[src/hdl/record_delimiter_splitter_assert.svh]
// Assertion macros shared by the record delimiter splitter modules.
`ifndef RECORD_DELIMITER_SPLITTER_ASSERT_SVH
`define RECORD_DELIMITER_SPLITTER_ASSERT_SVH

// A condition that holds at every clock edge outside reset.
`define RDS_ASSERT_ALWAYS(label, clk, rst, cond) \
  label: assert property (@(posedge clk) disable iff (rst) (cond)) \
    else $error("record splitter assertion failed");

// A condition that holds in the same cycle as its trigger.
`define RDS_ASSERT_IMPLIES(label, clk, rst, ante, cons) \
  label: assert property (@(posedge clk) disable iff (rst) (ante) |-> (cons)) \
    else $error("record splitter assertion failed");

// A condition that holds in the cycle after its trigger.
`define RDS_ASSERT_NEXT(label, clk, rst, ante, cons) \
  label: assert property (@(posedge clk) disable iff (rst) (ante) |=> (cons)) \
    else $error("record splitter assertion failed");

`endif

[src/hdl/rds_pkg.sv]
// Shared types and constants of the record delimiter splitter.
`default_nettype none
package rds_pkg;

  localparam int DEFAULT_MAX_DELIMITER_BYTES = 8;
  localparam int DEFAULT_QUEUE_DEPTH = 4;

  localparam int LEN_W = 32;
  localparam int TERM_W = 4;
  localparam int POS_W = 48;
  localparam int CFG_INDEX_W = 2;
  localparam int CFG_DATA_W = 64;
  localparam int PATTERN_W = 64;

  localparam logic [7:0] BYTE_LF = 8'h0A;
  localparam logic [7:0] BYTE_CR = 8'h0D;

  localparam logic ACTION_FLUSH = 1'b1;
  localparam logic MODE_LINE = 1'b0;

  localparam logic [CFG_INDEX_W-1:0] REG_DELIMITER_MODE = 2'd0;
  localparam logic [CFG_INDEX_W-1:0] REG_DELIMITER_COUNT = 2'd1;
  localparam logic [CFG_INDEX_W-1:0] REG_DELIMITER_PATTERN = 2'd2;
  localparam logic [CFG_INDEX_W-1:0] REG_MAX_RECORD_BYTES = 2'd3;

  // Layout of a classified item in the queue.
  localparam int ITEM_ACTION_BIT = 0;
  localparam int ITEM_LF_BIT = 1;
  localparam int ITEM_CR_BIT = 2;
  localparam int ITEM_MATCH_LSB = 3;

  typedef struct packed {
    logic                 delimiter_mode;
    logic [TERM_W-1:0]    delimiter_count;
    logic [PATTERN_W-1:0] delimiter_pattern;
    logic [LEN_W-1:0]     max_record_bytes;
  } cfg_t;

  localparam cfg_t CFG_RESET = '{
    delimiter_mode:    1'b0,
    delimiter_count:   4'd1,
    delimiter_pattern: 64'd10,
    max_record_bytes:  32'd67108864
  };

endpackage
`default_nettype wire

[src/hdl/rds_front.sv]
// Input stage: takes stream items and classifies each byte against the delimiters.
`default_nettype none
module rds_front #(
  parameter int MAX_DELIMITER_BYTES = rds_pkg::DEFAULT_MAX_DELIMITER_BYTES,
  parameter int ITEM_W = rds_pkg::ITEM_MATCH_LSB + MAX_DELIMITER_BYTES
) (
  input  wire logic                           clk,
  input  wire logic                           rst,
  input  wire logic                           byte_valid,
  output logic                                byte_stall,
  input  wire logic                           action,
  input  wire logic [7:0]                     data_byte,
  input  wire logic [rds_pkg::PATTERN_W-1:0]  delimiter_pattern,
  input  wire logic                           queue_full,
  output logic                                push,
  output logic [ITEM_W-1:0]                   item
);

  logic              item_valid;
  logic [ITEM_W-1:0] item_next;

  always_comb begin
    item_next = '0;
    item_next[rds_pkg::ITEM_ACTION_BIT] = action;
    item_next[rds_pkg::ITEM_LF_BIT] = (data_byte == rds_pkg::BYTE_LF);
    item_next[rds_pkg::ITEM_CR_BIT] = (data_byte == rds_pkg::BYTE_CR);
    for (int i = 0; i < MAX_DELIMITER_BYTES; i++) begin
      item_next[rds_pkg::ITEM_MATCH_LSB + i] = (data_byte == delimiter_pattern[8*i +: 8]);
    end
  end

  assign byte_stall = item_valid && queue_full;
  assign push = item_valid && !queue_full;

  always_ff @(posedge clk) begin
    if (rst) begin
      item_valid <= 1'b0;
    end else if (!byte_stall) begin
      item_valid <= byte_valid;
    end
  end

  always_ff @(posedge clk) begin
    if (!byte_stall) begin
      item <= item_next;
    end
  end

endmodule
`default_nettype wire

[src/hdl/rds_queue.sv]
// Short queue of classified items between the input stage and the record stage.
`default_nettype none
module rds_queue #(
  parameter int WIDTH = 8,
  parameter int DEPTH = rds_pkg::DEFAULT_QUEUE_DEPTH
) (
  input  wire logic             clk,
  input  wire logic             rst,
  input  wire logic             push,
  input  wire logic [WIDTH-1:0] push_data,
  output logic                  full,
  input  wire logic             pop,
  output logic                  not_empty,
  output logic [WIDTH-1:0]      pop_data
);

  localparam int PTR_W = $clog2(DEPTH);
  localparam int CNT_W = $clog2(DEPTH + 1);

  logic [WIDTH-1:0] entries [DEPTH];
  logic [PTR_W-1:0] wr_ptr;
  logic [PTR_W-1:0] rd_ptr;
  logic [CNT_W-1:0] count;

  assign full = (count == CNT_W'(DEPTH));
  assign not_empty = (count != '0);
  assign pop_data = entries[rd_ptr];

  always_ff @(posedge clk) begin
    if (rst) begin
      wr_ptr <= '0;
      rd_ptr <= '0;
      count <= '0;
    end else begin
      if (push) begin
        wr_ptr <= (wr_ptr == PTR_W'(DEPTH - 1)) ? '0 : wr_ptr + 1'b1;
      end
      if (pop) begin
        rd_ptr <= (rd_ptr == PTR_W'(DEPTH - 1)) ? '0 : rd_ptr + 1'b1;
      end
      if (push && !pop) begin
        count <= count + 1'b1;
      end else if (pop && !push) begin
        count <= count - 1'b1;
      end
    end
  end

  always_ff @(posedge clk) begin
    if (push) begin
      entries[wr_ptr] <= push_data;
    end
  end

`include "record_delimiter_splitter_assert.svh"

  `RDS_ASSERT_ALWAYS(a_count_bound, clk, rst, count <= CNT_W'(DEPTH))
  `RDS_ASSERT_IMPLIES(a_no_overflow, clk, rst, push, !full || pop)
  `RDS_ASSERT_IMPLIES(a_no_underflow, clk, rst, pop, not_empty)

endmodule
`default_nettype wire

[src/hdl/rds_back.sv]
// Record stage: tracks line and delimiter matching and registers each record end.
`default_nettype none
module rds_back #(
  parameter int MAX_DELIMITER_BYTES = rds_pkg::DEFAULT_MAX_DELIMITER_BYTES,
  parameter int ITEM_W = rds_pkg::ITEM_MATCH_LSB + MAX_DELIMITER_BYTES
) (
  input  wire logic                         clk,
  input  wire logic                         rst,
  input  wire rds_pkg::cfg_t                cfg,
  input  wire logic                         item_valid,
  input  wire logic [ITEM_W-1:0]            item,
  output logic                              pop,
  output logic                              record_valid,
  input  wire logic                         record_stall,
  output logic [rds_pkg::LEN_W-1:0]         record_length,
  output logic [rds_pkg::TERM_W-1:0]        terminator_length,
  output logic [rds_pkg::POS_W-1:0]         end_offset,
  output logic                              status
);

  localparam int IDX_W = (MAX_DELIMITER_BYTES > 1) ? $clog2(MAX_DELIMITER_BYTES) : 1;
  localparam int LEN_W = rds_pkg::LEN_W;
  localparam int TERM_W = rds_pkg::TERM_W;
  localparam int POS_W = rds_pkg::POS_W;

  logic                 cr_pending;
  logic                 cr_pending_next;
  logic [IDX_W-1:0]     progress;
  logic [IDX_W-1:0]     progress_next;
  logic [LEN_W-1:0]     length;
  logic [LEN_W-1:0]     length_next;
  logic [POS_W-1:0]     position;
  logic [POS_W-1:0]     position_next;
  logic                 overlong;
  logic                 overlong_next;

  logic                 is_flush;
  logic                 is_lf;
  logic                 is_cr;
  logic [MAX_DELIMITER_BYTES-1:0] match;
  logic                 line_mode;
  logic                 restart;
  logic [LEN_W-1:0]     base_length;
  logic                 base_overlong;
  logic [LEN_W-1:0]     grown_length;
  logic                 grown_overlong;
  logic [POS_W-1:0]     position_inc;
  logic [TERM_W-1:0]    count;
  logic [TERM_W-1:0]    progress_cand;
  logic                 slot_free;

  logic                 emit;
  logic [LEN_W-1:0]     emit_length;
  logic [TERM_W-1:0]    emit_term;
  logic [POS_W-1:0]     emit_offset;
  logic                 emit_overlong;

  assign is_flush = (item[rds_pkg::ITEM_ACTION_BIT] == rds_pkg::ACTION_FLUSH);
  assign is_lf = item[rds_pkg::ITEM_LF_BIT];
  assign is_cr = item[rds_pkg::ITEM_CR_BIT];
  assign match = item[rds_pkg::ITEM_MATCH_LSB +: MAX_DELIMITER_BYTES];
  assign line_mode = (cfg.delimiter_mode == rds_pkg::MODE_LINE);

  assign slot_free = !record_valid || !record_stall;
  assign pop = item_valid && slot_free;

  // A lone CR closes the open record before the current byte starts the next one.
  assign restart = line_mode && cr_pending && !is_lf;
  assign base_length = restart ? '0 : length;
  assign base_overlong = restart ? 1'b0 : overlong;
  assign grown_length = (base_length == '1) ? base_length : base_length + 1'b1;
  assign grown_overlong = base_overlong || (grown_length > cfg.max_record_bytes);
  assign position_inc = position + 1'b1;

  always_comb begin
    if (cfg.delimiter_count == '0) begin
      count = TERM_W'(1);
    end else if (cfg.delimiter_count > TERM_W'(MAX_DELIMITER_BYTES)) begin
      count = TERM_W'(MAX_DELIMITER_BYTES);
    end else begin
      count = cfg.delimiter_count;
    end
  end

  assign progress_cand = match[progress] ? TERM_W'(progress) + 1'b1 : TERM_W'(match[0]);

  always_comb begin
    cr_pending_next = cr_pending;
    progress_next = progress;
    length_next = length;
    position_next = position;
    overlong_next = overlong;
    emit = 1'b0;
    emit_length = length;
    emit_term = '0;
    emit_offset = position;
    emit_overlong = overlong;
    if (pop) begin
      if (is_flush) begin
        emit = (length != '0);
        emit_term = (line_mode && cr_pending) ? TERM_W'(1) : TERM_W'(0);
        cr_pending_next = 1'b0;
        progress_next = '0;
        length_next = '0;
        position_next = '0;
        overlong_next = 1'b0;
      end else begin
        position_next = position_inc;
        length_next = grown_length;
        overlong_next = grown_overlong;
        if (line_mode) begin
          if (is_lf) begin
            emit = 1'b1;
            emit_length = grown_length;
            emit_overlong = grown_overlong;
            emit_term = cr_pending ? TERM_W'(2) : TERM_W'(1);
            emit_offset = position_inc;
            cr_pending_next = 1'b0;
            progress_next = '0;
            length_next = '0;
            overlong_next = 1'b0;
          end else begin
            if (cr_pending) begin
              emit = 1'b1;
              emit_term = TERM_W'(1);
              progress_next = '0;
            end
            cr_pending_next = is_cr;
          end
        end else begin
          if (progress_cand >= count) begin
            emit = 1'b1;
            emit_length = grown_length;
            emit_overlong = grown_overlong;
            emit_term = count;
            emit_offset = position_inc;
            cr_pending_next = 1'b0;
            progress_next = '0;
            length_next = '0;
            overlong_next = 1'b0;
          end else begin
            progress_next = IDX_W'(progress_cand);
          end
        end
      end
    end
  end

  always_ff @(posedge clk) begin
    if (rst) begin
      cr_pending <= 1'b0;
      progress <= '0;
      length <= '0;
      position <= '0;
      overlong <= 1'b0;
      record_valid <= 1'b0;
    end else begin
      cr_pending <= cr_pending_next;
      progress <= progress_next;
      length <= length_next;
      position <= position_next;
      overlong <= overlong_next;
      if (emit) begin
        record_valid <= 1'b1;
      end else if (!record_stall) begin
        record_valid <= 1'b0;
      end
    end
  end

  always_ff @(posedge clk) begin
    if (emit) begin
      record_length <= emit_length;
      terminator_length <= emit_term;
      end_offset <= emit_offset;
      status <= emit_overlong;
    end
  end

`include "record_delimiter_splitter_assert.svh"

  `RDS_ASSERT_ALWAYS(a_progress_range, clk, rst,
                     progress <= IDX_W'(MAX_DELIMITER_BYTES - 1))
  `RDS_ASSERT_IMPLIES(a_record_nonempty, clk, rst, record_valid, record_length != '0)
  `RDS_ASSERT_IMPLIES(a_cr_in_record, clk, rst, cr_pending, length != '0)
  `RDS_ASSERT_NEXT(a_flush_rewinds, clk, rst, pop && is_flush, position == '0 && length == '0)

endmodule
`default_nettype wire

[src/hdl/record_delimiter_splitter.sv]
// Top level of the record delimiter splitter: configuration registers and stage wiring.
//
//   channel  direction  handshake               payload
//   byte     in         byte_valid/byte_stall   action, data_byte
//   record   out        record_valid/record_stall
//                                               record_length, terminator_length,
//                                               end_offset, status
//   cfg      in         cfg_valid/cfg_ready     cfg_index, cfg_data
//
// One stream item is taken per cycle while byte_stall is low; the record stage updates its state
// for each popped item. A record end passes the input stage register, the queue and the record
// stage output registers before it is offered, and waits further while the output stalls.
// Synchronous reset empties every stage and restores the register defaults; it needs no sweep.
// A stalled record output holds the queue; the input stalls only once the queue and input
// stage are full. Configuration writes are always taken.
`default_nettype none
module record_delimiter_splitter #(
  parameter int MAX_DELIMITER_BYTES = rds_pkg::DEFAULT_MAX_DELIMITER_BYTES,
  parameter int QUEUE_DEPTH = rds_pkg::DEFAULT_QUEUE_DEPTH
) (
  input  wire logic                            clk,
  input  wire logic                            rst,
  input  wire logic                            byte_valid,
  output logic                                 byte_stall,
  input  wire logic                            action,
  input  wire logic [7:0]                      data_byte,
  output logic                                 record_valid,
  input  wire logic                            record_stall,
  output logic [rds_pkg::LEN_W-1:0]            record_length,
  output logic [rds_pkg::TERM_W-1:0]           terminator_length,
  output logic [rds_pkg::POS_W-1:0]            end_offset,
  output logic                                 status,
  input  wire logic                            cfg_valid,
  output logic                                 cfg_ready,
  input  wire logic [rds_pkg::CFG_INDEX_W-1:0] cfg_index,
  input  wire logic [rds_pkg::CFG_DATA_W-1:0]  cfg_data
);

  localparam int ITEM_W = rds_pkg::ITEM_MATCH_LSB + MAX_DELIMITER_BYTES;

  rds_pkg::cfg_t     cfg;
  logic              push;
  logic [ITEM_W-1:0] push_item;
  logic              queue_full;
  logic              pop;
  logic              queue_valid;
  logic [ITEM_W-1:0] pop_item;

  assign cfg_ready = 1'b1;

  always_ff @(posedge clk) begin
    if (rst) begin
      cfg <= rds_pkg::CFG_RESET;
    end else if (cfg_valid && cfg_ready) begin
      case (cfg_index)
        rds_pkg::REG_DELIMITER_MODE: begin
          cfg.delimiter_mode <= cfg_data[0];
        end
        rds_pkg::REG_DELIMITER_COUNT: begin
          cfg.delimiter_count <= cfg_data[rds_pkg::TERM_W-1:0];
        end
        rds_pkg::REG_DELIMITER_PATTERN: begin
          cfg.delimiter_pattern <= cfg_data[rds_pkg::PATTERN_W-1:0];
        end
        rds_pkg::REG_MAX_RECORD_BYTES: begin
          cfg.max_record_bytes <= cfg_data[rds_pkg::LEN_W-1:0];
        end
        default: begin
        end
      endcase
    end
  end

  rds_front #(
    .MAX_DELIMITER_BYTES (MAX_DELIMITER_BYTES),
    .ITEM_W              (ITEM_W)
  ) u_front (
    .clk               (clk),
    .rst               (rst),
    .byte_valid        (byte_valid),
    .byte_stall        (byte_stall),
    .action            (action),
    .data_byte         (data_byte),
    .delimiter_pattern (cfg.delimiter_pattern),
    .queue_full        (queue_full),
    .push              (push),
    .item              (push_item)
  );

  rds_queue #(
    .WIDTH (ITEM_W),
    .DEPTH (QUEUE_DEPTH)
  ) u_queue (
    .clk       (clk),
    .rst       (rst),
    .push      (push),
    .push_data (push_item),
    .full      (queue_full),
    .pop       (pop),
    .not_empty (queue_valid),
    .pop_data  (pop_item)
  );

  rds_back #(
    .MAX_DELIMITER_BYTES (MAX_DELIMITER_BYTES),
    .ITEM_W              (ITEM_W)
  ) u_back (
    .clk               (clk),
    .rst               (rst),
    .cfg               (cfg),
    .item_valid        (queue_valid),
    .item              (pop_item),
    .pop               (pop),
    .record_valid      (record_valid),
    .record_stall      (record_stall),
    .record_length     (record_length),
    .terminator_length (terminator_length),
    .end_offset        (end_offset),
    .status            (status)
  );

endmodule
`default_nettype wire

[config.mk]
export PLATFORM = sky130hd
export DESIGN_NAME = record_delimiter_splitter
export DESIGN_NICKNAME = d
export VERILOG_FILES = /design/src/hdl/rds_pkg.sv /design/src/hdl/rds_front.sv /design/src/hdl/rds_queue.sv /design/src/hdl/rds_back.sv /design/src/hdl/record_delimiter_splitter.sv
export VERILOG_INCLUDE_DIRS = /design/src /design/src/hdl
export SDC_FILE = /design/constraint.sdc
export NUM_CORES = 1
export LEC_CHECK = 0
export BUFFER_PORTS_ARGS = -buffer_cell sky130_fd_sc_hd__buf_2
export CORE_MARGIN = 2
export CORE_UTILIZATION = 55
export DETAILED_ROUTE_END_ITERATION = 8
export PLACE_DENSITY = 0.85
export SYNTH_ARGS = -nofsm -noshare
export SYNTH_HDL_FRONTEND = slang
export SYNTH_HIERARCHICAL = 1
export SYNTH_SLANG_ARGS = --single-unit
export TNS_END_PERCENT = 5
[constraint.sdc]
create_clock -name clk -period 8.5 [get_ports clk]
set_input_delay 0.425 -clock clk [delete_from_list [all_inputs] [get_ports clk]]
set_output_delay 0.425 -clock clk [all_outputs]
set_load 0.005 [all_outputs]
# Word-level counts from Yosys, hierarchy flattened
# Memory sizes are Yosys's and may differ from the RTL's. A register that Yosys moved wholly into a read port is not among the register bits.
# Index checks and enable logic that the tools add are counted.
[word_totals] regBits=291 latchBits=0 mem_bits_rw=44 romBits=0 inputBits=80 out_inout_bits=88 word_cells=142 mem_count=1
[mem_list] memory="u_queue.entries" depth=4 width=11 rd=1 rd_ports_with_merged_regs=1 write_ports=1 line_no="rds_queue.sv:20" text="logic [WIDTH-1:0] entries [DEPTH];"
[op_classes] n_addsub=7 n_mul=0 n_div=0 n_lt_le_gt_ge=4 eq_ne=19 shift=0 mux=64 n_bitwise=1 reduce_logical=27
[op_table] op="32-bit two-way mux" count=11
[op_table] op="48-bit two-way mux" count=6
[op_table] op="8-bit equality test" count=8
[op_table] op="48-bit by 1-bit adder with 48-bit output, second input constant" count=1
[op_table] op="32-bit by 1-bit adder with 32-bit output, second input constant" count=1
[op_table] op="32-bit equality test, second input constant" count=1
[op_table] op="32-bit greater-than comparator" count=1
[op_table] op="32-bit nonzero test" count=1
[op_table] op="4-bit two-way mux" count=7
[op_table] op="1-bit two-way mux" count=27
[op_table] op="3-bit two-way mux" count=7
[op_table] op="8-bit by 4-bit equality test with 1-bit output, second input constant" count=2
[op_table] op="2-bit AND reduction" count=6
[op_table] op="2-bit two-way mux" count=5
[op_table] op="2-bit equality test, second input constant" count=4
[op_table] op="1-bit logical AND" count=7
[op_table] op="1-bit zero test" count=6
[op_table] op="2-bit by 1-bit adder with 2-bit output, second input constant" count=2
[op_table] op="3-bit by 1-bit adder with 4-bit output, second input constant" count=1
[op_table] op="4-bit greater-or-equal comparator" count=1
[op_table] op="4-bit greater-than comparator, second input constant" count=1
[op_table] op="4-bit zero test" count=1
[op_table] op="3-bit by 4-bit less-than comparator with 1-bit output, second input constant" count=1
[op_table] op="4-bit nonzero test" count=1
[op_table] op="other kinds (12)" count=13

# Logic depth before layout (Yosys ltp)
[logic_depth] depth_word=12 mapped_depth=24 ltp_nobuf=17

# Cells and area by module
# Netlist, hierarchy kept.
[modules_own_cells] mod="rds_back" instances=1 cells_per_inst=1314 area_each_um2=11101.9 seq_area_each_um2=4274.1
[modules_own_cells] mod="record_delimiter_splitter" instances=1 cells_per_inst=407 area_each_um2=4290.4 seq_area_each_um2=2021.9
[modules_own_cells] mod="rds_queue" instances=1 cells_per_inst=101 area_each_um2=2030.7 seq_area_each_um2=1501.4
[modules_own_cells] mod="rds_front" instances=1 cells_per_inst=118 area_each_um2=1157.4 seq_area_each_um2=350.3

# Worst setup path before layout
# No wires, ideal clock.
[synth_timing] path_type="register -> register" startpoint="reg (tool-made name)" endpoint="reg u_back/end_offset[0] in the netlist's numbering, enable pin" setup_time_ns=0.635 t_arrival_ns=8.451 t_required_ns=7.865 path_slack_ns=-0.586 path_stages_with_launch=12 path_buffers=1 synth_period_minus_slack_ns=9.086 cell_sequence="dfxtp_1 > buf_6 > mux4_2 > mux4_2 > mux2i_1 > a21oi_1 > ha_1 > nand2b_1 > a2111oi_0 > nor2_1 > nor2_1 > nor3_1"
[synth_rtl] item="end signal: assignment" line_no="rds_back.sv:175" text="end_offset <= emit_offset;"
[synth_rtl] item="end: declaration" line_no="rds_back.sv:17" text="output logic [rds_pkg::POS_W-1:0] end_offset,"

==> impl_metrics.env <==
export IMPL_fmax_mhz=158
export IMPL_clock_latency_ns=0.52
export IMPL_die_w_um=188
export IMPL_yosysTopAreaCellShare=0.226
export IMPL_crit_type="reg2reg"
export IMPL_wl_per_cell_um=19.9
export IMPL_ys_seq_elements=337
export IMPL_post_route_period_util=0.746
export IMPL_finalCriticalPeriod_ns=6.34
export IMPL_irDropWorstVdd_mv=0.187
export IMPL_ant_nets=0
export IMPL_fin_util=0.619
export IMPL_path_clk_slew_ns=0.07
export IMPL_io_buffers=166
export IMPL_grt_pass1_vias=14409
export IMPL_drive_gt1_frac=0.145
export IMPL_cts_sinks=337
export IMPL_slew_violations=0
export IMPL_grt_max_degree=168
export IMPL_critical_path_max_fanout=43
export IMPL_synth_fp_nets=2068
export IMPL_rows=67
export IMPL_ys_flop_type="dfxtp_1"
export IMPL_syn2layout_area_growth_pct=11.1
export IMPL_synth_distinct_cells=92
export IMPL_status="finished clean"
export IMPL_antenna_found_initial=0
export IMPL_grt_pass1_wl_um=77800
export IMPL_leakagePower_nw=7.48
export IMPL_ys_seq_area_frac=0.439
export IMPL_root_buffer="clkbuf_16"
export IMPL_core_area_mm2=0.0334
export IMPL_htree_num_levels=2
export IMPL_wirelength_um=49500
export IMPL_io_pins=168
export IMPL_initial_utilization=0.557
export IMPL_slew_headroom=0.215
export IMPL_numCtsBuffers=36
export IMPL_cp_arrival_ns=6.60
export IMPL_fp_dieH_um=188
export IMPL_hpwl_um=32700
export IMPL_synth_yosys_warnings=6
export IMPL_routed_via_count=15160
export IMPL_drc=0
export IMPL_cts_setup_buffers=0
export IMPL_hold_class="in2reg"
export IMPL_layout_setup_ws_ns=2.16
export IMPL_end_kind="flip-flop"
export IMPL_dieArea_mm2=0.0353
export IMPL_crit_path_top_delay_cell="mux4_2"
export IMPL_cap_violations=0
export IMPL_path_cells="mux4_2 -> or3b_1 -> buf_4 -> nand2_1 -> inv_1 -> ha_1 -> and2_1 -> and4_1 -> a21boi_1 -> xnor2_1 -> nor2_1 -> ha_1 -> nand4_1 -> or4_1 -> or3_1 -> a41o_1"
export IMPL_n_fill_cell=2724
export IMPL_first_pass_iters=7
export IMPL_post_cts_resized=0
export IMPL_finalClockSkew_ns=0.0151
export IMPL_pre_cts_ws_ns=2.30
export IMPL_rsz0062_at_grt="no"
export IMPL_num_antenna_cells=0
export IMPL_cts_hold_buffers=0
export IMPL_grt_remaining_overflow=0
export IMPL_async_flop_share=0
export IMPL_crit_path_start_kind="flip-flop"
export IMPL_grt_use_total=0.275
export IMPL_nets=2142
export IMPL_fin_setup_tns_ns=0
export IMPL_syn_avg_cell_area_um2=9.58
export IMPL_cts_tree="built"
export IMPL_synth_edf_count=140
export IMPL_routabilityCongestion=0.981
export IMPL_hold_violations=0
export IMPL_finalPower_mw=5.21
export IMPL_cts_buffer_depth=3
export IMPL_via_per_inst=6.09
export IMPL_setup_viol=0
export IMPL_first_iter_violations=1676
export IMPL_cp_data_required_time_ns=8.77
export IMPL_cp_common_cell="ha_1"
export IMPL_synth_area_mm2=0.0186
export IMPL_tightest_slew_ns=1.18
export IMPL_synth_area_top_cells="edfxtp_1 (23%), dfxtp_1 (21%), mux2i_1 (6.1%), nand2b_1 (5.9%), xnor2_1 (5.2%)"
export IMPL_synth_largest_area_cell="edfxtp_1"
export IMPL_crit_path_max_incr_delay_ns=1.00
export IMPL_synthesis_instances=1940
export IMPL_power_density_mw_per_mm2=252
stage by stage:
stage | instances | hold slack, ns | instance area, µm²
final | 2490 | 0.0859 | 20600
after global routing | 2490 | 0.0770 | 20600
after CTS | 2490 | 0.0691 | 20600
after detailed placement | 2424 | 0.467 | 19400
after global placement | 2424 | 0.465 | 19400
after floorplan | 1940 | 0.449 | 18600
layer usage:
metal / part of all wire / track usage
met2: 0.48 / 0.455
met5: 0 / 0
met1: 0.41 / 0.364
met4: 0.031 / 0.0996
met3: 0.087 / 0.0438
placed cells by master, fill, tap and decap left out, types with 47 or more instances in the layout:
cell,netlist,final
a21oi_1,129,129
buf_2,37,165
dfxtp_1,197,197
edfxtp_1,140,140
ha_1,47,47
inv_1,58,58
mux2i_1,114,114
nand2_1,120,119
nand2b_1,176,176
nand3_1,53,52
nand4_1,49,49
nor2_1,127,126
o21ai_0,119,119
xnor2_1,111,111
synth_stat cells, drive strengths merged, types with 4 or more instances:
cell,number
o22ai,6
edfxtp,140
xor2,18
inv,58
dfxtp,197
or2,4
nand3,54
o21a,4
mux2i,114
and2,14
nand3b,15
nand4,53
nor2,128
a22oi,5
mux4,13
and4,12
o2bb2ai,5
a211oi,7
a31o,4
a21oi,130
a32o,4
a32oi,4
o31ai,4
xnor2,111
a31oi,40
nand2,121
ha,47
nor2b,5
a21o,7
or4,4
and3,14
clkbuf,82
buf,62
nand2b,176
or3,24
nor3,35
nor4,24
o21ai,122
o211ai,7
nor3b,11
a22o,10
sequential cells by signal (all words and copies together), names as in the netlist, 2 cells and up, named ones only:
signal,count
u_queue/rd_ptr,2
u_queue/wr_ptr,2
u_queue/count,3
u_back/record_length,32
u_front/item,11
u_back/terminator_length,4
u_back/end_offset,48
u_back/progress,3
u_back/length,32
u_back/position,48
cfg,101
u_queue/entries,44
power breakdown:
part	internal, mW	leakage [nW]	switching, mW
combinational	0.479	3.96	1.02
sequential	1.97	2.92	0.112
clock	0.975	0.596	0.659
total	3.42	7.48	1.79
critical path: cells and delay by family, from the launching register on:
| kind | cells | cell delay, ns |
|---|---|---|
| multiplexers | 1 | 1.00 |
| buffers and inverters | 2 | 0.43 |
| AND/OR/NAND/NOR | 8 | 2.56 |
| flip-flops | 1 | 0.79 |
| AO/OA/AOI/OAI | 2 | 0.48 |
| XOR/XNOR | 1 | 0.26 |
| adder cells (fa/ha/maj) | 2 | 0.53 |
layout make-up:
class                   count  area [µm²]  area share
well taps                 448         561      0.0272
clock inverters            25         283      0.0137
repair buffers            180         938      0.0455
multi-input cells        1400        9530       0.462
inverters                  59         221      0.0107
clock buffers              41         962      0.0466
flip-flops and latches    337        8150       0.395
final timing paths:
| path | start | to | slack, ns | cells past startpoint |
|---|---|---|---|---|
| hold / removal | action | u_front/item[0]$_DFFE_PN_ | 0.09 | 1 |
| setup / recovery | flip-flop | u_back/status$_DFFE_PP_ | 2.16 | 16 |
| setup reg to reg | flip-flop | u_back/status$_DFFE_PP_ | 2.16 | 16 |
| hold reg to reg | cfg[1]$_SDFFE_PP0P_ | cfg[1]$_SDFFE_PP0P_ | 0.48 | 2 |
logic make-up (layout without fill, tap and decap cells):
group,Yosys count,count (layout),synth area share
xor+xnor,129,129,0.0608
flops,337,337,0.439
compound gates,387,387,0.126
simple gates,706,706,0.213
mux,129,129,0.0786
buf+inv,203,305,0.0506
other cells,1,1,0.000202
fa+ha+maj,48,48,0.0327
Power figures use the tool's default switching activity.
